## src/hw/rtl/frsm_pkg.sv

```systemverilog
`timescale 1ns / 1ps
// shared constants, codes and types of the flash record store manager
// no dependencies

package frsm_pkg;

   localparam logic [31:0] REC_MAGIC    = 32'hf1a548a2;
   localparam int          PAGE_BYTES   = (1 << 8);
   localparam int          HEADER_BYTES = 16;
   localparam logic [7:0]  MAX_PAYLOAD  = 8'(PAGE_BYTES - HEADER_BYTES);

   localparam logic [1:0] FUNC_SCAN  = 2'd0;
   localparam logic [1:0] FUNC_READ  = 2'd1;
   localparam logic [1:0] FUNC_WRITE = 2'd2;
   localparam logic [1:0] FUNC_ERASE = 2'd3;

   localparam logic [3:0] KIND_SCAN_ACK   = 4'd0;
   localparam logic [3:0] KIND_READ_HIT   = 4'd1;
   localparam logic [3:0] KIND_READ_MISS  = 4'd2;
   localparam logic [3:0] KIND_ERASE_SEC  = 4'd3;
   localparam logic [3:0] KIND_PROGRAM    = 4'd4;
   localparam logic [3:0] KIND_BAD_SIZE   = 4'd5;
   localparam logic [3:0] KIND_NO_SPACE   = 4'd6;
   localparam logic [3:0] KIND_ERASED_ALL = 4'd7;
   localparam logic [3:0] KIND_TABLE_FULL = 4'd8;
   localparam logic [3:0] KIND_SCAN_END   = 4'd9;

   localparam logic REG_SECTORS = 1'b0;

   typedef struct packed {
      logic push;
      logic pop;
      logic flush;
   } fifo_ctl_type;

   typedef struct packed {
      logic [3:0]  kind;
      logic [7:0]  page;
      logic [31:0] sig;
      logic [7:0]  size;
      logic [31:0] gen;
      logic [3:0]  sector;
      logic        last;
   } res_type;

   function automatic res_type mk_res(logic [3:0] kind, logic [31:0] page,
                                      logic [31:0] sig, logic [7:0] size,
                                      logic [31:0] gen, logic [31:0] sector,
                                      logic last);
      res_type r;
      r.kind   = kind;
      r.page   = page[7:0];
      r.sig    = sig;
      r.size   = size;
      r.gen    = gen;
      r.sector = sector[3:0];
      r.last   = last;
      return r;
   endfunction

endpackage

```

## src/hw/rtl/frsm_fifo.sv

```systemverilog
`timescale 1ns / 1ps
// free page queue: circular memory of page numbers with their sectors
// depends on frsm_pkg

module frsm_fifo
   import frsm_pkg::*;
#(
   parameter int DEPTH = 256,
   parameter int PG_W  = 8,
   parameter int SEC_W = 4
) (
   input  logic                       clock,
   input  logic                       reset,
   input  fifo_ctl_type               ctl,
   input  logic [PG_W-1:0]            push_page,
   input  logic [SEC_W-1:0]           push_sec,
   output logic [$clog2(DEPTH+1)-1:0] count,
   output logic [PG_W-1:0]            rd_page,
   output logic [SEC_W-1:0]           rd_sec
);

   localparam int PTR_W = $clog2(DEPTH);
   localparam int CNT_W = $clog2(DEPTH + 1);
   localparam logic [PTR_W-1:0] LAST_PTR = PTR_W'(DEPTH - 1);
   localparam logic [CNT_W-1:0] FULL_CNT = CNT_W'(DEPTH);

   logic [PG_W-1:0]  mem_page [DEPTH];
   logic [SEC_W-1:0] mem_sec  [DEPTH];
   logic [PTR_W-1:0] head_ff, tail_ff;
   logic [CNT_W-1:0] count_ff;
   logic [PG_W-1:0]  rd_page_ff;
   logic [SEC_W-1:0] rd_sec_ff;
   logic             do_push, do_pop;

   // a push onto a full queue is dropped
   assign do_push = ctl.push && (count_ff != FULL_CNT);
   assign do_pop  = ctl.pop && (count_ff != '0);

   always_ff @(posedge clock) begin
      if (reset || ctl.flush) begin
         head_ff  <= '0;
         tail_ff  <= '0;
         count_ff <= '0;
      end else begin
         if (do_push) begin
            tail_ff <= (tail_ff == LAST_PTR) ? '0 : tail_ff + 1'b1;
         end
         if (do_pop) begin
            head_ff <= (head_ff == LAST_PTR) ? '0 : head_ff + 1'b1;
         end
         if (do_push && !do_pop) begin
            count_ff <= count_ff + 1'b1;
         end else if (do_pop && !do_push) begin
            count_ff <= count_ff - 1'b1;
         end
      end
   end

   always_ff @(posedge clock) begin
      if (do_push && !ctl.flush) begin
         mem_page[tail_ff] <= push_page;
         mem_sec[tail_ff]  <= push_sec;
      end
      rd_page_ff <= mem_page[head_ff];
      rd_sec_ff  <= mem_sec[head_ff];
   end

   assign count   = count_ff;
   assign rd_page = rd_page_ff;
   assign rd_sec  = rd_sec_ff;

endmodule

```

## config.mk

```make
export PLATFORM = sky130hd
export DESIGN_NAME = frsm_fifo
export DESIGN_NICKNAME = d
export VERILOG_FILES = /design/src/hw/rtl/frsm_pkg.sv /design/src/hw/rtl/frsm_fifo.sv
export SDC_FILE = /design/constraint.sdc
export NUM_CORES = 2
export LEC_CHECK = 0
export BUFFER_PORTS_ARGS = -buffer_cell sky130_fd_sc_hd__buf_2
export CAP_MARGIN = 20
export CORE_ASPECT_RATIO = 1.4
export CORE_MARGIN = 2
export CORE_UTILIZATION = 59
export DETAILED_ROUTE_END_ITERATION = 10
export PLACE_DENSITY = 0.75
export SETUP_SLACK_MARGIN = 0.1
export SLEW_MARGIN = 20
export SYNTH_ARGS = -nofsm -noshare
export SYNTH_HDL_FRONTEND = slang
export SYNTH_SLANG_ARGS = --single-unit
```

## constraint.sdc

```tcl
create_clock -name clock -period 6.7 [get_ports clock]
set_clock_uncertainty 0.2 [all_clocks]
set_input_delay 0.335 -clock clock [delete_from_list [all_inputs] [get_ports clock]]
set_output_delay 0.335 -clock clock [all_outputs]
set_load 0.05 [all_outputs]
```

# After elaboration in Yosys (flattened, before gate mapping)
# Memories as Yosys holds them, arrays and structs flattened. A register that Yosys moved wholly into a read port is not among the register bits.
# Cells that the tools add are included.
[totals]
register_bits = 25
mem_bits_rw = 3072
in_bits = 17
output_inout_bits = 21
wordCells = 29
memories = 2
[classes]
n_addsub = 4
eq_ne = 3
n_mux = 6
reduce_logical = 11
[mem_list]
columns = ["name", "depth", "word_bits", "read_ports", "rd_clocked_by_memory_dff", "write_ports", "line_no", "rtl"]
rows = [
  ["mem_page", 256, 8, 1, 1, 1, "frsm_fifo.sv:27", "logic [PG_W-1:0] mem_page [DEPTH];"],
  ["mem_sec", 256, 4, 1, 1, 1, "frsm_fifo.sv:28", "logic [SEC_W-1:0] mem_sec [DEPTH];"],
]
[op_table]
columns = ["op", "n"]
rows = [
  ["9-bit two-way mux", 2],
  ["8-bit by 1-bit adder with 8-bit output, second input constant", 2],
  ["8-bit equality test, second input constant", 2],
  ["8-bit two-way mux", 2],
  ["9-bit by 1-bit adder with 9-bit output, second input constant", 1],
  ["9-bit != test, second input constant", 1],
  ["9-bit nonzero test", 1],
  ["9-bit by 1-bit subtractor with 9-bit output, second input constant", 1],
  ["1-bit logical AND", 5],
  ["1-bit logical NOT", 3],
  ["1-bit two-way mux", 2],
  ["2-bit nonzero test", 1],
  ["1-bit logical OR", 1],
]

# Logic depth before layout (Yosys ltp)
[logic_depth]
depth_word = 6
ltp_mapped = 15
ltp_nobuf = 14

# Worst setup path after synthesis
# No wires, ideal clock.
[synth_timing]
path_kind = "reg-to-reg"
from = "reg count_ff[0], in the netlist count[0]"
to = "reg count_ff[7], in the netlist count[7]"
setup_time_ns = 0.079
t_arrival_ns = 3.368
t_required_ns = 6.421
slack_ns = 3.053
stages_incl_launch_ff = 16
path_buffers = 1
cell_sequence = "dfxtp_1 nor4_1 nand2_1 o21ai_0 clkbuf_1 inv_1 ha_1 inv_1 ha_1 nand3_1 a21boi_0 o21ai_0 a21boi_0 o21ai_0 a2111o_1 o211ai_1"
[synth_via]
elab_chain_cells = 5
[synth_lines]
columns = ["element", "line_no", "rtl"]
rows = [
  ["start, declared", "frsm_fifo.sv:30", "logic [CNT_W-1:0] count_ff;"],
  ["start signal, assigned", "frsm_fifo.sv:52", "count_ff <= count_ff + 1'b1;"],
  ["start signal, assigned", "frsm_fifo.sv:54", "count_ff <= count_ff - 1'b1;"],
  ["9-bit != test *", "frsm_fifo.sv:36", "assign do_push = ctl.push && (count_ff != FULL_CNT);"],
  ["1-bit logical AND *", "frsm_fifo.sv:36", ""],
  ["net do_push", "frsm_fifo.sv:33", "logic do_push, do_pop;"],
  ["1-bit logical NOT", "frsm_fifo.sv:53", "end else if (do_pop && !do_push) begin"],
  ["1-bit logical AND", "frsm_fifo.sv:53", ""],
  ["2-bit nonzero test (no source line)", "n/a", ""],
]
# Mark *: on every way through the listed nets, which the timed path passes. The rest lies on a longest branch. The select of a mux whose other input is x is not followed.
# A chain may end at the register's enable or synchronous reset.

==> results_dict.tcl <==
set metrics [dict create \
    initial_core_util 0.593 \
    post-route-period-util 0.734 \
    clk_latency_ns 0.86 \
    synth_top_cell_by_area "edfxtp_1" \
    final-setup-viol-count 0 \
    firstDrtPassIters 10 \
    required_ns 7.17 \
    die_h_um 540 \
    power_density_nw_per_um2 313 \
    cts-root-buf "clkbuf_16" \
    hp-class "in -> reg" \
    area_growth_pct 11.0 \
    rsz0062_at_grt "false" \
    worstSetupPathType "reg -> reg" \
    ys_seq_area_frac 0.769 \
    synth_cell_types 77 \
    setup-tns-final_ns 0 \
    power_frac_clock 0.377 \
    netlist.area_leader.share 0.763 \
    synthCells 5652 \
    grt_max_degree 197 \
    finalNetCount 5952 \
    numPortBuffers 37 \
    first_global_vias 61182 \
    drive_gt1_frac 0.253 \
    antenna_found_initial 16 \
    wl_per_cell_um 37.0 \
    p_int_mw 32.3 \
    utilization 0.659 \
    slew_violations 0 \
    tritoncts "built" \
    critPathLaunchType "flop" \
    finalCriticalPeriod_ns 4.92 \
    cap_violations 0 \
    crit_fanout 48 \
    sw_frac_of_total 0.232 \
    drt-initial-drc-count 9758 \
    crit_path_end_kind "flop" \
    cts_buffers 283 \
    vias_per_cell 7.02 \
    drcViolationCount 0 \
    ys.flop_type "edfxtp_1" \
    place.detailed.hpwl_um 192000 \
    clkSlewWorstSetupHoldPaths_ns 0.07 \
    ys_async_sr_fraction 0 \
    hp-start "push_page[0]" \
    route.vias.total 61857 \
    dp_worst_setup_slack_ns 1.99 \
    peakVddDrop_uv 222 \
    ant_nets 0 \
    pin_count 38 \
    tightest_slew_ns 1.31 \
    htreeDepth 5 \
    synth_edf_count 3072 \
    grt_pass1_wl_um 460000 \
    hold_viol_final 0 \
    syn_nets 5685 \
    rows 196 \
    ys_warn_count 0 \
    grt_use_total 0.312 \
    fmax_mhz 203 \
    synth_area_per_cell_um2 21.4 \
    slew_headroom 0.124 \
    cts_setup_buffers 0 \
    leakagePower_nw 40.3 \
    finalWirelength_um 326000 \
    netlist_area_um2 121000 \
    synthXorXnorAreaFrac 0.000652 \
    p_sw_mw 9.74 \
    crit_start "head_ff[0]" \
    pwr-share-comb 0.110 \
    power.share.sequential 0.512 \
    status "finished clean" \
    ys_ff_latch 3109 \
    synth_fa_ha_area_frac 0.00172 \
    yosys.area_share.simple 0.0202 \
    synth.area.top_cells "edfxtp_1 76%, mux4_2 13%, mux2i_1 2.6%, nor2_1 1.1%, dfxtp_1 0.61%" \
    clock_sinks 3109 \
    arrival_ns 5.39 \
    synth_top_family_by_area "multiplexers" \
    die-area_um2 209000 \
    routabilityCongestion 0.887 \
    coreArea_um2 204000 \
    clk_path_buf_depth 4 \
    synthMuxAreaShare 0.159 \
    synth_compound_area_frac 0.0311 \
    r2r_start "head_ff[0]" \
    overflow 0 \
    layout_setup_ws_ns 1.78 \
    cts_resized 0 \
    chipWidth_um 387 \
]
-- cell usage after synthesis (all sizes together) (6+ instances only) --
| cell type | n |
|---|---|
| edfxtp | 3072 |
| dfxtp | 37 |
| or3 | 6 |
| and2 | 7 |
| nor2b | 20 |
| o211ai | 22 |
| a21oi | 136 |
| a31oi | 12 |
| ha | 15 |
| o21ai | 108 |
| nor3 | 9 |
| nand3 | 29 |
| nor4 | 8 |
| or2 | 6 |
| a211oi | 25 |
| inv | 13 |
| nand2 | 107 |
| nor2 | 346 |
| buf | 222 |
| a221oi | 72 |
| a311oi | 7 |
| o22ai | 43 |
| o221ai | 30 |
| a22oi | 40 |
| nand2b | 12 |
| o21a | 7 |
| mux4 | 697 |
| nand3b | 8 |
| clkbuf | 109 |
| mux2 | 24 |
| mux2i | 318 |
-- area by class of cell --
type	instances	area, um2
flip-flops and latches	3109	93000
clock buffers	356	7580
inverters	15	58.8
clock inverters	138	1290
well taps	2673	3340
multi-input cells	2197	26100
diodes	7	17.5
fillers	12390	69600
repair buffers	313	2760
-- per-layer routing --
layer | GRT usage | vias to the layer above | wire, um
met5 | 0 | - | 71
li1 | - | 24178 | -
met3 | 0.0638 | 926 | 37500
met4 | 0.172 | 12 | 21500
met1 | 0.403 | 32134 | 108000
met2 | 0.503 | 4607 | 159000
-- stage by stage --
stage	area [um2]	power, mW	cells	hold slack [ns]
global route	134000	43.0	8802	0.0514
finish	134000	42.0	8808	0.00179
floorplan	121000	25.3	5652	0.234
global placement	125000	26.5	8287	0.300
detailed placement	125000	26.5	8294	0.319
CTS	134000	42.1	8798	0.00835
-- power groups by stage --
stage | combinational [mW] | sequential (mW) | clock [mW]
after floorplan | 3.28 | 22.0 | 0
after global placement | 4.53 | 21.9 | 0
after detailed placement | 4.59 | 22.0 | 0
after CTS | 4.62 | 21.5 | 15.9
after global routing | 4.86 | 21.5 | 16.6
final | 4.64 | 21.5 | 15.9
-- cell families after synthesis --
kind of cell / Yosys count
AO/OA/AOI/OAI: 560
XOR/XNOR: 9
adder cells (fa/ha/maj): 16
buffers and inverters: 346
flip-flops: 3109
multiplexers: 1039
AND/OR/NAND/NOR: 573
-- worst max-delay path, stage by stage, from the launching register on --
cell	delay, ns
dfxtp_4	0.99
buf_4	0.34
buf_12	0.34
mux4_2	0.58
mux2_2	0.29
a221oi_2	0.54
nor2_1	0.23
o41ai_2	0.89
o32ai_1	0.18
-- timing repair --
item,CTS,global route
hold buffers,10,1
setup endpoints to repair,0,0
endpoints found under the hold margin,372,3
-- sequential cells by signal (all words and copies together), names as in the netlist --
signal	cells
rd_sec	4
head_ff	8
rd_page	8
mem_page	2048
count	9
mem_sec	1024
tail_ff	8
-- cells in the final DEF (no fill, tap or decap), types with 7 or more instances in the layout --
cell           count
ha_1              15
clkinvlp_4         8
o211ai_1          22
nor2b_1           15
buf_4            234
clkbuf_8          13
nor3_1             9
mux4_1            23
nand2b_1          12
diode_2            7
edfxtp_1        3072
inv_6             11
nor2_2           116
mux2i_1          318
bufinv_16         22
a22oi_1           40
clkinv_2          47
dfxtp_1           30
buf_12            27
o21a_1             7
dlygate4sd3_1     11
mux2_2            24
buf_2             25
clkbuf_16        293
clkinv_1          45
o221ai_1          30
mux4_2           674
clkbuf_1          62
o22ai_1           43
a221oi_1          70
a211oi_1          25
a31oi_1           12
o21ai_0          101
nor2_1           229
a21oi_1          136
nand2_1          104
nand3_1           23
nand3b_1           8
inv_1             11
-- worst paths after layout --
kind / cells past startpoint / endpoint / slack (ns)
max: 8 / rd_page[5] / 1.78
min: 1 / mem_page[132][0] / 0.002
min reg2reg: 2 / count[8] / 0.33
max reg2reg: 8 / rd_page[5] / 1.78
Note: power is estimated with default switching activity, not from simulation.
