## config.mk

```make
export PLATFORM = sky130hd
export DESIGN_NAME = frsm_cell
export DESIGN_NICKNAME = d
export VERILOG_FILES = /design/src/hw/rtl/frsm_cell.sv
export SDC_FILE = /design/constraint.sdc
export NUM_CORES = 1
export LEC_CHECK = 0
export ABC_AREA = 1
export BUFFER_PORTS_ARGS = -buffer_cell sky130_fd_sc_hd__buf_2
export CAP_MARGIN = 20
export CORE_ASPECT_RATIO = 1.2
export CORE_UTILIZATION = 44
export DETAILED_ROUTE_END_ITERATION = 10
export HOLD_SLACK_MARGIN = 0.15
export PLACE_DENSITY = 0.86
export SLEW_MARGIN = 20
export SYNTH_ARGS = -nofsm -noshare
export SYNTH_HDL_FRONTEND = slang
export SYNTH_SLANG_ARGS = --single-unit
```

## constraint.sdc

```tcl
create_clock -name clock -period 1.33 [get_ports clock]
set_clock_uncertainty 0.1 [all_clocks]
set_input_delay 0.0665 -clock clock [delete_from_list [all_inputs] [get_ports clock]]
set_output_delay 0.0665 -clock clock [all_outputs]
set_load 0.005 [all_outputs]
```

## src/hw/rtl/frsm_cell.sv

```systemverilog
`timescale 1ns / 1ps
// one table slot of the rotating entry ring
// depends on nothing but its parameters

module frsm_cell #(
   parameter int PG_W  = 8,
   parameter int SEC_W = 4
) (
   input  logic             clock,
   input  logic             reset,
   input  logic             clear,
   input  logic             shift,
   input  logic             in_valid,
   input  logic [31:0]      in_sig,
   input  logic [PG_W-1:0]  in_page,
   input  logic [SEC_W-1:0] in_sec,
   input  logic [7:0]       in_size,
   input  logic [31:0]      in_gen,
   output logic             out_valid,
   output logic [31:0]      out_sig,
   output logic [PG_W-1:0]  out_page,
   output logic [SEC_W-1:0] out_sec,
   output logic [7:0]       out_size,
   output logic [31:0]      out_gen
);

   logic             valid_ff;
   logic [31:0]      sig_ff;
   logic [PG_W-1:0]  page_ff;
   logic [SEC_W-1:0] sec_ff;
   logic [7:0]       size_ff;
   logic [31:0]      gen_ff;

   always_ff @(posedge clock) begin
      if (reset || clear) begin
         valid_ff <= 1'b0;
      end else if (shift) begin
         valid_ff <= in_valid;
      end
   end

   always_ff @(posedge clock) begin
      if (shift) begin
         sig_ff  <= in_sig;
         page_ff <= in_page;
         sec_ff  <= in_sec;
         size_ff <= in_size;
         gen_ff  <= in_gen;
      end
   end

   assign out_valid = valid_ff;
   assign out_sig   = sig_ff;
   assign out_page  = page_ff;
   assign out_sec   = sec_ff;
   assign out_size  = size_ff;
   assign out_gen   = gen_ff;

endmodule

```

# --- Word-level counts from Yosys, hierarchy flattened ---
# Index checks and enable logic that the tools add are counted.
classes:
  reduce_logical: 1
op_table:
  columns: ["operator", "count"]
  rows:
  - ["1-bit logical OR", 1]
word_totals:
  regBits: 85
  in_bits: 89
  out_inout_bits: 85
  elab_cells: 7

# --- Depth between registers and ports, before layout ---
# Gate-level depths: netlist of run 1.
depth:
  ltp_word: 1
  mapped_depth: 4
  mapped_depth_nobuf: 4

# --- Worst setup path after synthesis of run 1 ---
# OpenSTA, ideal clock, no wires.
synth_path:
  kind: "register -> register"
  startpoint: "register, netlist name out_valid"
  endpoint: "register valid_ff, in the netlist out_valid"
  setup_time_ps: 114
  t_arrival_ps: 458
  required_ps: 1116
  path_slack_ps: 658
  path_stages_with_launch: 3
  n_path_buf: 0
  period_less_slack_ps: 672
  cell_sequence: "dfxtp_1 > nor2_1 > nor2_2"
synth_rtl:
  columns: ["item", "line", "text"]
  rows:
  - ["end signal: assignment", "38", "valid_ff <= in_valid;"]
  - ["end: declaration", "27", "logic valid_ff;"]

# --- Worst setup path after layout of run 1 ---
layout_path:
  startpoint: "register gen_ff[28], in the netlist out_gen[28]"
  endpoint: "output out_gen[28]"
layout_rtl:
  columns: ["item", "line", "text"]
  rows:
  - ["start: declaration", "32", "logic [31:0] gen_ff;"]
  - ["start signal: assignment", "48", "gen_ff <= in_gen;"]
  - ["end: declaration", "24", "output logic [31:0] out_gen"]
# No word-level cell between the ends.

==> results of run 1 <==
[flip-flops by register name, indices dropped and copies added (netlist names)]
name       flops
out_size       8
out_gen       32
out_sec        4
out_page       8
out_sig       32
out_valid      1
[power groups by stage]
stage	registers [mW]	logic (mW)	clock network, mW
global placement	3.27	0.421	0
detailed placement	3.28	0.430	0
finish	3.23	0.661	1.99
CTS	3.22	0.632	1.98
global route	3.25	0.706	2.12
floorplan	3.32	0.00454	0
[layer usage]
metal | up-vias | GRT usage | wire, um
li1 | 911 | - | -
met1 | 943 | 0.265 | 2570
met2 | 152 | 0.467 | 4090
met3 | 27 | 0.0846 | 716
met4 | 0 | 0.143 | 325
met5 | - | 0 | 0
[layout make-up]
cell class / count / area share
Sequential cell: 85 / 0.546
Timing Repair Buffer: 263 / 0.384
Clock buffer: 9 / 0.0266
Clock inverter: 7 / 0.0209
Tap cell: 64 / 0.0172
Multi-Input combinational cell: 5 / 0.00456
Inverter: 1 / 0.000805
Antenna cell: 1 / 0.000537
[repair_timing]
| action | in CTS | in global routing |
|---|---|---|
| hold endpoints to repair | 169 | 1 |
| endpoints found under the setup margin | 0 | 1 |
| hold buffers | 88 | 1 |
[how the worst min path moves through the flow]
stage | from | slack [ns] | end | depth (start not counted)
final | in_size[4] | 0.33 | out_size[4] | 2
after CTS | in_size[4] | 0.31 | out_size[4] | 2
after global routing | in_gen[16] | 0.33 | out_gen[16] | 2
after floorplan | in_gen[0] | 0.07 | out_gen[0] | 0
after detailed placement | in_gen[21] | 0.14 | out_gen[21] | 1
after global placement | in_gen[17] | 0.14 | out_gen[17] | 1
[cells in the final DEF (no fill, tap or decap), types with 2 or more instances in the layout]
cell / instances
dlygate4sd3_1: 88
buf_2: 172
edfxtp_1: 84
nor2_1: 2
clkbuf_8: 9
clkinv_4: 2
nand2_1: 2
buf_12: 2
bufinv_16: 2
[cell families (layout without fill, tap and decap cells)]
logic type,count (synthesis),after routing,synth area share
other cells,0,1,0
buf+inv,1,280,0.00146
simple gates,5,5,0.00829
flops,85,85,0.990
==> impl_metrics.py, run 1 <==
metrics = {
    "floorplanning": {
        "die_w_um": 71.7,
        "fp.coreArea_mm2": 0.00563,
        "start_util": 0.456,
        "ios": 174,
        "die_height_um": 85.7,
        "die-area_mm2": 0.00615,
        "rows": 30,
    },
    "clock_network": {
        "cts.repair.resized": 0,
        "cts.sink_count": 85,
        "clock_latency_ns": 0.33,
        "cts_tree": "yes",
        "root_buffer": "clkbuf_8",
        "clock_path_buffers": 2,
        "postCtsSetupBuffers": 0,
        "htree_num_levels": 3,
        "clk_pin_slew_ns": 0.09,
        "cts_buffers": 9,
    },
    "placement": {
        "dpl_cell_area_mm2": 0.00356,
        "hpwl_um": 3730,
        "pre_cts_slack_ns": 0.481,
        "io_buffers": 173,
        "gp_congestion": 0.731,
        "dp_cells": 330,
    },
    "worst_hold_path": {
        "worstHoldPathType": "primary input to flop",
    },
    "pwr": {
        "p_clk_frac": 0.339,
        "power.density_mw_per_mm2": 1260,
        "p_int_mw": 4.64,
        "combPwrFrac": 0.112,
        "p_leak_nw": 2.02,
        "seq_power_share": 0.549,
        "switchingPower_mw": 1.25,
        "ir_drop_uv": 887,
        "swShare": 0.212,
        "p_total_mw": 5.88,
    },
    "timing": {
        "hold-worst-slack_ns": 0.332,
        "rsz0062_at_grt": "false",
        "post-route-min-period_ns": 1.08,
        "fin_crit_sh": 0.814,
        "fin_setup_tns_ns": 0,
        "drv_slew": 0,
        "slew_headroom": 0.844,
        "clock.fmax_ghz": 0.924,
        "worst_pin_slew_ns": 0.234,
        "setup_viol_count_final": 0,
        "hold_viol": 0,
        "worst_slack_ns": 0.247,
    },
    "worst_setup_path": {
        "endpoint": "out_gen[28]",
        "r2r-start": "out_valid",
        "path_cells": "buf_2",
        "cp.arrival_ns": 0.92,
        "cp_slowest_cell": "edfxtp_1",
        "endpoint_kind": "output pin",
        "startpoint": "out_gen[28]",
        "ff2ff_setup_slack_ns": 0.65,
        "worstPathRequired_ns": 1.16,
        "criticalPathCategory": "flop to output pin",
        "crit_family": "flip-flops",
        "reg2reg_to": "out_valid",
        "cp_num_buf_inv": 1,
        "cp.depth": 1,
        "r2r_cells": 2,
        "cp-start-kind": "flop",
        "cpPeakStageDelay_ns": 0.42,
        "worstPathMaxFanout": 1,
    },
    "drt": {
        "drt_first_pass_iters": 4,
        "drtIter0Drc": 92,
        "detail_route.wl_per_cell_um": 17.7,
        "drc": 0,
        "postRouteAntennaNets": 0,
        "vias_per_cell": 4.67,
        "wirelength_um": 7700,
        "vias": 2033,
    },
    "global_routing": {
        "grt_max_degree": 45,
        "grt.total_usage": 0.261,
        "antenna_found_initial": 1,
        "grt_first_pass_wirelength_um": 11400,
        "grt_pass1_vias": 2269,
        "grt-ovfl-total": 0,
    },
    "synth": {
        "synth-edff-count": 84,
        "synthCells": 91,
        "yosys.area.top_type": "edfxtp_1",
        "synth-seq-cells": 85,
        "avgSynthCellArea_um2": 28.2,
        "syn-num-nets": 180,
        "yosysMostFrequentCell": "edfxtp_1",
        "synth_area_leaders": "edfxtp_1, dfxtp_1, nand2_1",
        "synth_seq_area_share": 0.990,
        "yosysWarnings": 0,
        "async_reset_ff_frac": 0,
        "ys_top_cells_by_count": "edfxtp_1, nand2_1, nor2_1",
        "synthDominantCellAreaShare": 0.982,
        "netlist_area_mm2": 0.00257,
        "synth.distinct_cells": 6,
        "synthFlopType": "edfxtp_1",
    },
    "status": {
        "status": "finished clean",
    },
    "job": {
        "drv_cap": 0,
    },
    "cells_and_area": {
        "final_cell_count_no_fill": 435,
        "area_growth_pct": 81.5,
        "final_util": 0.828,
        "final_layout_size_suffix_gt1_frac": 0.516,
        "seqCellArea_mm2": 0.00254,
        "post-route-cell-area_mm2": 0.00466,
        "multiInputGateArea_um2": 21.3,
        "fill_cells": 266,
        "final_nets": 454,
    },
}
No activity file was read; power rests on OpenSTA's default activity.
==> inputs of run 2 (changes only) <==
--- a/config.mk
+++ b/config.mk
@@ -9,10 +9,10 @@
 export BUFFER_PORTS_ARGS = -buffer_cell sky130_fd_sc_hd__buf_2
 export CAP_MARGIN = 20
 export CORE_ASPECT_RATIO = 1.2
-export CORE_UTILIZATION = 44
+export CORE_UTILIZATION = 41
 export DETAILED_ROUTE_END_ITERATION = 10
 export HOLD_SLACK_MARGIN = 0.15
-export PLACE_DENSITY = 0.86
+export PLACE_DENSITY = 0.81
 export SLEW_MARGIN = 20
 export SYNTH_ARGS = -nofsm -noshare
 export SYNTH_HDL_FRONTEND = slang
==> constraint.sdc (replaced) <==
create_clock -name clock -period 1.1 [get_ports clock]
set_clock_uncertainty 0.1 [all_clocks]
set_input_delay 0.055 -clock clock [delete_from_list [all_inputs] [get_ports clock]]
set_output_delay 0.055 -clock clock [all_outputs]
set_load 0.005 [all_outputs]
==> impl_metrics.py, run 2 (synthesis results as in run 1) <==
metrics = {
    "status": {
        "status": "finished clean",
    },
    "worst_setup_path": {
        "worstPathMaxFanout": 22,
        "cpPeakStageDelay_ns": 0.60,
        "worstPathRequired_ns": 1.06,
        "criticalPathCategory": "primary input to flop",
        "cp.arrival_ns": 1.06,
        "path_cells": "dlygate4sd3_1 -> buf_6 -> clkbuf_16",
        "reg2reg_to": "out_valid",
        "startpoint": "shift",
        "endpoint_kind": "flop",
        "cp_slowest_cell": "dlygate4sd3_1",
        "r2r_cells": 2,
        "cp-start-kind": "primary input",
        "r2r-start": "out_valid",
        "ff2ff_setup_slack_ns": 0.40,
    },
    "timing": {
        "clock.fmax_ghz": 0.913,
        "post-route-min-period_ns": 1.10,
        "worst_pin_slew_ns": 0.150,
        "hold-worst-slack_ns": 0.312,
        "hold_viol": 0,
        "fin_setup_tns_ns": 0,
        "drv_slew": 0,
        "slew_headroom": 0.900,
        "setup_viol_count_final": 0,
        "fin_crit_sh": 0.996,
    },
    "floorplanning": {
        "fp.coreArea_mm2": 0.00605,
        "die-area_mm2": 0.00658,
        "ios": 174,
        "start_util": 0.424,
        "die_w_um": 74.2,
        "rows": 31,
        "die_height_um": 88.7,
    },
    "cells_and_area": {
        "final_common_cell": "buf_2",
        "final_nets": 459,
        "final_layout_size_suffix_gt1_frac": 0.523,
        "layout_common_cells": "buf_2, dlygate4sd3_1, edfxtp_1",
        "antenna_cells": 0,
        "fill_cells": 367,
        "area_growth_pct": 85.2,
    },
    "clock_network": {
        "clock_latency_ns": 0.35,
        "clk_pin_slew_ns": 0.09,
        "root_buffer": "clkbuf_8",
        "htree_num_levels": 3,
        "cts_buffers": 9,
        "clock_path_buffers": 2,
        "cts.sink_count": 85,
        "cts_tree": "yes",
    },
    "pwr": {
        "p_clk_frac": 0.334,
        "seq_power_share": 0.550,
        "p_int_mw": 5.61,
        "swShare": 0.209,
        "combPwrFrac": 0.116,
        "ir_drop_uv": 1180,
        "switchingPower_mw": 1.48,
        "p_leak_nw": 2.06,
        "power.density_mw_per_mm2": 1490,
    },
    "placement": {
        "gp_congestion": 0.695,
        "io_buffers": 173,
    },
    "global_routing": {
        "grt-ovfl-total": 0,
        "antenna_found_initial": 0,
        "grt_pass1_vias": 2128,
        "grt_max_degree": 45,
        "grt_first_pass_wirelength_um": 10500,
        "grt.total_usage": 0.234,
    },
    "drt": {
        "drc": 0,
        "drt_first_pass_iters": 6,
        "drtIter0Drc": 108,
        "vias_per_cell": 4.44,
        "vias": 2027,
        "detail_route.wl_per_cell_um": 16.9,
        "postRouteAntennaNets": 0,
        "wirelength_um": 7740,
    },
    "worst_hold_path": {
        "min_from": "in_gen[14]",
        "worstHoldPathType": "primary input to flop",
        "min_to": "out_gen[14]",
        "hold_depth": 2,
    },
    "job": {
        "drv_cap": 0,
    },
}
[run 2: cell types whose count changed in the layout (fill, tap and decap cells not counted)]
cell and delta:
buf_12 -1, buf_16 +1, diode_2 -1, buf_2 +1
clkinv_2 +2, inv_6 -1, buf_4 +1, clkbuf_16 +2
buf_6 +1, clkinv_4 -1
[run 2: final cells by class]
| cell class | instances | area [um^2] | share of cell area |
|---|---|---|---|
| sequential | 85 | 2540 | 0.535 |
| timing repair buffer | 268 | 1870 | 0.393 |
| clock buffer | 9 | 124 | 0.0261 |
| tap | 82 | 103 | 0.0216 |
| clock inverter | 7 | 90.1 | 0.0189 |
| multi-input combinational | 5 | 21.3 | 0.00447 |
| inverter | 1 | 3.75 | 0.000789 |
[run 2: power groups by stage]
stage	combinational [mW]	clock (mW)	sequential [mW]
2_1_floorplan	0.00549	0	4.01
3_3_place_gp	0.511	0	3.96
3_5_place_dp	0.522	0	3.97
4_1_cts	0.764	2.37	3.89
5_1_grt	0.889	2.50	3.93
6_report	0.823	2.37	3.91
[run 2: critical path: cells and delay by family]
| kind | cells | cell delay (ns) |
|---|---|---|
| buffers and inverters | 3 | 0.99 |
[run 2: worst max path at each step]
| stage | endpoint |
|---|---|
| after floorplan | out_valid |
| after global placement | out_gen[26] |
| after detailed placement | out_gen[3] |
| after CTS | out_gen[3] |
| after global routing | out_sig[31] |
| final | out_sig[31] |
[run 2: repair_timing]
item,in CTS,in global routing
endpoints found under the hold margin,154,0
gates resized for setup,0,2
hold buffers,88,0
setup buffers,0,2
setup endpoints to repair,0,79
[run 2: per-layer routing]
layer / global-route usage / share of wire
met1: 0.226 / 0.34
met2: 0.423 / 0.55
met3: 0.0672 / 0.070
met4: 0.163 / 0.036
met5: 0 / 0
[run 2: metrics by stage]
| step | util | std cells | area [um^2] | setup slack (ns) | power [mW] |
|---|---|---|---|---|---|
| 6_report | 0.786 | 457 | 4750 | 0.00452 | 7.10 |
| 5_1_grt | 0.786 | 457 | 4750 | -0.00526 | 7.32 |
| 4_1_cts | 0.772 | 452 | 4670 | 0.0172 | 7.03 |
| 3_5_place_dp | 0.591 | 348 | 3580 | 0.185 | 4.49 |
| 3_3_place_gp | 0.591 | 348 | 3580 | 0.201 | 4.47 |
| 2_1_floorplan | - | 91 | 2570 | 0.428 | 4.02 |
==> inputs of run 3 (changes only) <==
--- a/config.mk
+++ b/config.mk
@@ -5,7 +5,6 @@
 export SDC_FILE = /design/constraint.sdc
 export NUM_CORES = 1
 export LEC_CHECK = 0
-export ABC_AREA = 1
 export BUFFER_PORTS_ARGS = -buffer_cell sky130_fd_sc_hd__buf_2
 export CAP_MARGIN = 20
 export CORE_ASPECT_RATIO = 1.2
==> impl_metrics.py, run 3 <==
metrics = {
    "status": {
        "status": "complete, but fails checks",
        "failed_checks": "hold timing",
    },
    "floorplanning": {
        "ios": 174,
        "die_height_um": 88.6,
        "rows": 31,
        "fp.coreArea_mm2": 0.00605,
        "start_util": 0.423,
        "die-area_mm2": 0.00657,
        "die_w_um": 74.2,
    },
    "cells_and_area": {
        "final_common_cell": "buf_2",
        "fill_cells": 372,
        "layout_common_cells": "buf_2, dlygate4sd3_1, edfxtp_1",
        "final_util": 0.776,
        "final_layout_size_suffix_gt1_frac": 0.528,
        "antenna_cells": 0,
        "area_growth_pct": 83.3,
        "final_nets": 453,
    },
    "worst_setup_path": {
        "cp_slowest_cell": "edfxtp_1",
        "startpoint": "out_sig[30]",
        "r2r-start": "out_valid",
        "cp.arrival_ns": 0.93,
        "cp-start-kind": "flop",
        "path_cells": "buf_2",
        "crit_family": "flip-flops",
        "worstPathRequired_ns": 0.94,
        "cp_num_buf_inv": 1,
        "cpPeakStageDelay_ns": 0.42,
        "worstPathMaxFanout": 1,
        "criticalPathCategory": "flop to output pin",
        "endpoint_kind": "output pin",
    },
    "synth": {
        "syn-num-nets": 176,
        "yosysMostFrequentCell": "edfxtp_1",
        "synth-edff-count": 84,
        "synthCells": 87,
        "synthDominantCellAreaShare": 0.984,
        "synth_area_leaders": "edfxtp_1, dfxtp_1, mux2i_1",
        "yosys.area.top_type": "edfxtp_1",
        "synthFlopType": "edfxtp_1",
        "synth.distinct_cells": 4,
        "synth_seq_area_share": 0.992,
        "async_reset_ff_frac": 0,
        "ys_top_cells_by_count": "edfxtp_1, dfxtp_1, mux2i_1, nor3_2",
        "netlist_area_mm2": 0.00256,
        "yosysWarnings": 0,
        "synth-seq-cells": 85,
        "avgSynthCellArea_um2": 29.5,
    },
    "timing": {
        "rsz0062_at_grt": "true",
        "clock.fmax_ghz": 0.925,
        "drv_slew": 0,
        "slew_headroom": 0.823,
        "fin_crit_sh": 0.983,
        "hold-worst-slack_ns": -0.0713,
        "hold_viol": 9,
        "fin_setup_tns_ns": 0,
        "worst_pin_slew_ns": 0.258,
        "setup_viol_count_final": 0,
        "post-route-min-period_ns": 1.08,
    },
    "pwr": {
        "p_leak_nw": 2.03,
        "p_total_mw": 6.98,
        "power.density_mw_per_mm2": 1490,
        "ir_drop_uv": 1210,
    },
    "worst_hold_path": {
        "worstHoldPathType": "primary input to flop",
        "min_from": "shift",
    },
    "drt": {
        "vias": 1972,
        "drt_first_pass_iters": 4,
        "drc": 0,
        "postRouteAntennaNets": 0,
        "drtIter0Drc": 71,
        "wirelength_um": 7740,
        "detail_route.wl_per_cell_um": 17.2,
        "vias_per_cell": 4.37,
    },
    "global_routing": {
        "antenna_found_initial": 0,
        "grt_max_degree": 29,
        "grt.total_usage": 0.236,
        "grt_first_pass_wirelength_um": 10500,
        "grt-ovfl-total": 0,
        "grt_pass1_vias": 2126,
    },
    "clock_network": {
        "cts.sink_count": 85,
        "htree_num_levels": 3,
        "clock_latency_ns": 0.36,
        "root_buffer": "clkbuf_8",
        "clk_pin_slew_ns": 0.10,
        "cts_buffers": 9,
        "cts_tree": "yes",
        "postCtsSetupBuffers": 0,
        "cts_hold_buf": 88,
        "clock_path_buffers": 2,
    },
    "placement": {
        "gp_congestion": 0.718,
        "io_buffers": 173,
    },
    "job": {
        "drv_cap": 0,
    },
}
run 3: cell types whose count changed in the layout (fill, tap and decap cells not counted), sizes merged:
| cell | delta |
|---|---|
| nor3 | +1 |
| clkinvlp | -1 |
| nand2 | -2 |
| bufinv | -1 |
| clkbuf | -2 |
| inv | +2 |
| clkinv | -1 |
| mux2i | +1 |
| nor2 | -3 |
run 3: metrics by stage:
stage                     area, um^2  setup slack (ns)  std cells
after detailed placement        3610             0.149        347
after CTS                       4690            0.0256        451
final                           4700            0.0191        451
after floorplan                 2560             0.400         87
after global placement          3610             0.168        347
after global routing            4700           -0.0214        451
run 3: final cells by class:
class                      count  area [um^2]  area share
clock buffer                   9          124      0.0264
timing repair buffer         266         1830       0.389
sequential                    85         2540       0.541
tap                           82          103      0.0218
multi-input combinational      2         20.0     0.00426
clock inverter                 7         81.3      0.0173
run 3: where the power goes:
group	total (mW)	leakage [nW]	internal (mW)	switching, mW
logic	0.811	1.10	0.497	0.315
clock network	2.27	0.106	1.09	1.18
registers	3.90	0.830	3.84	0.0694
total	6.98	2.03	5.42	1.56
run 3: routing by layer:
layer  part of all wire  global-route usage
met1               0.31               0.213
met2               0.58               0.449
met3              0.076              0.0797
met4              0.035               0.129
met5                  0                   0
run 3: logic make-up after synthesis:
kind of cell  share of synthesized area
flops                             0.992
mux                             0.00391
simple gates                    0.00391
run 3: worst paths after layout:
check / endpoint / cells past startpoint / slack, ns
max: out_sig[30] / 1 / 0.02
min: out_sig[28] / 1 / -0.07
max reg2reg: out_valid / 2 / 0.26
min reg2reg: out_valid / 2 / 0.57
run 3: repair_timing:
action	CTS	global route
hold endpoints to repair	121	84
gates resized for setup	0	1
endpoints found under the setup margin	0	3
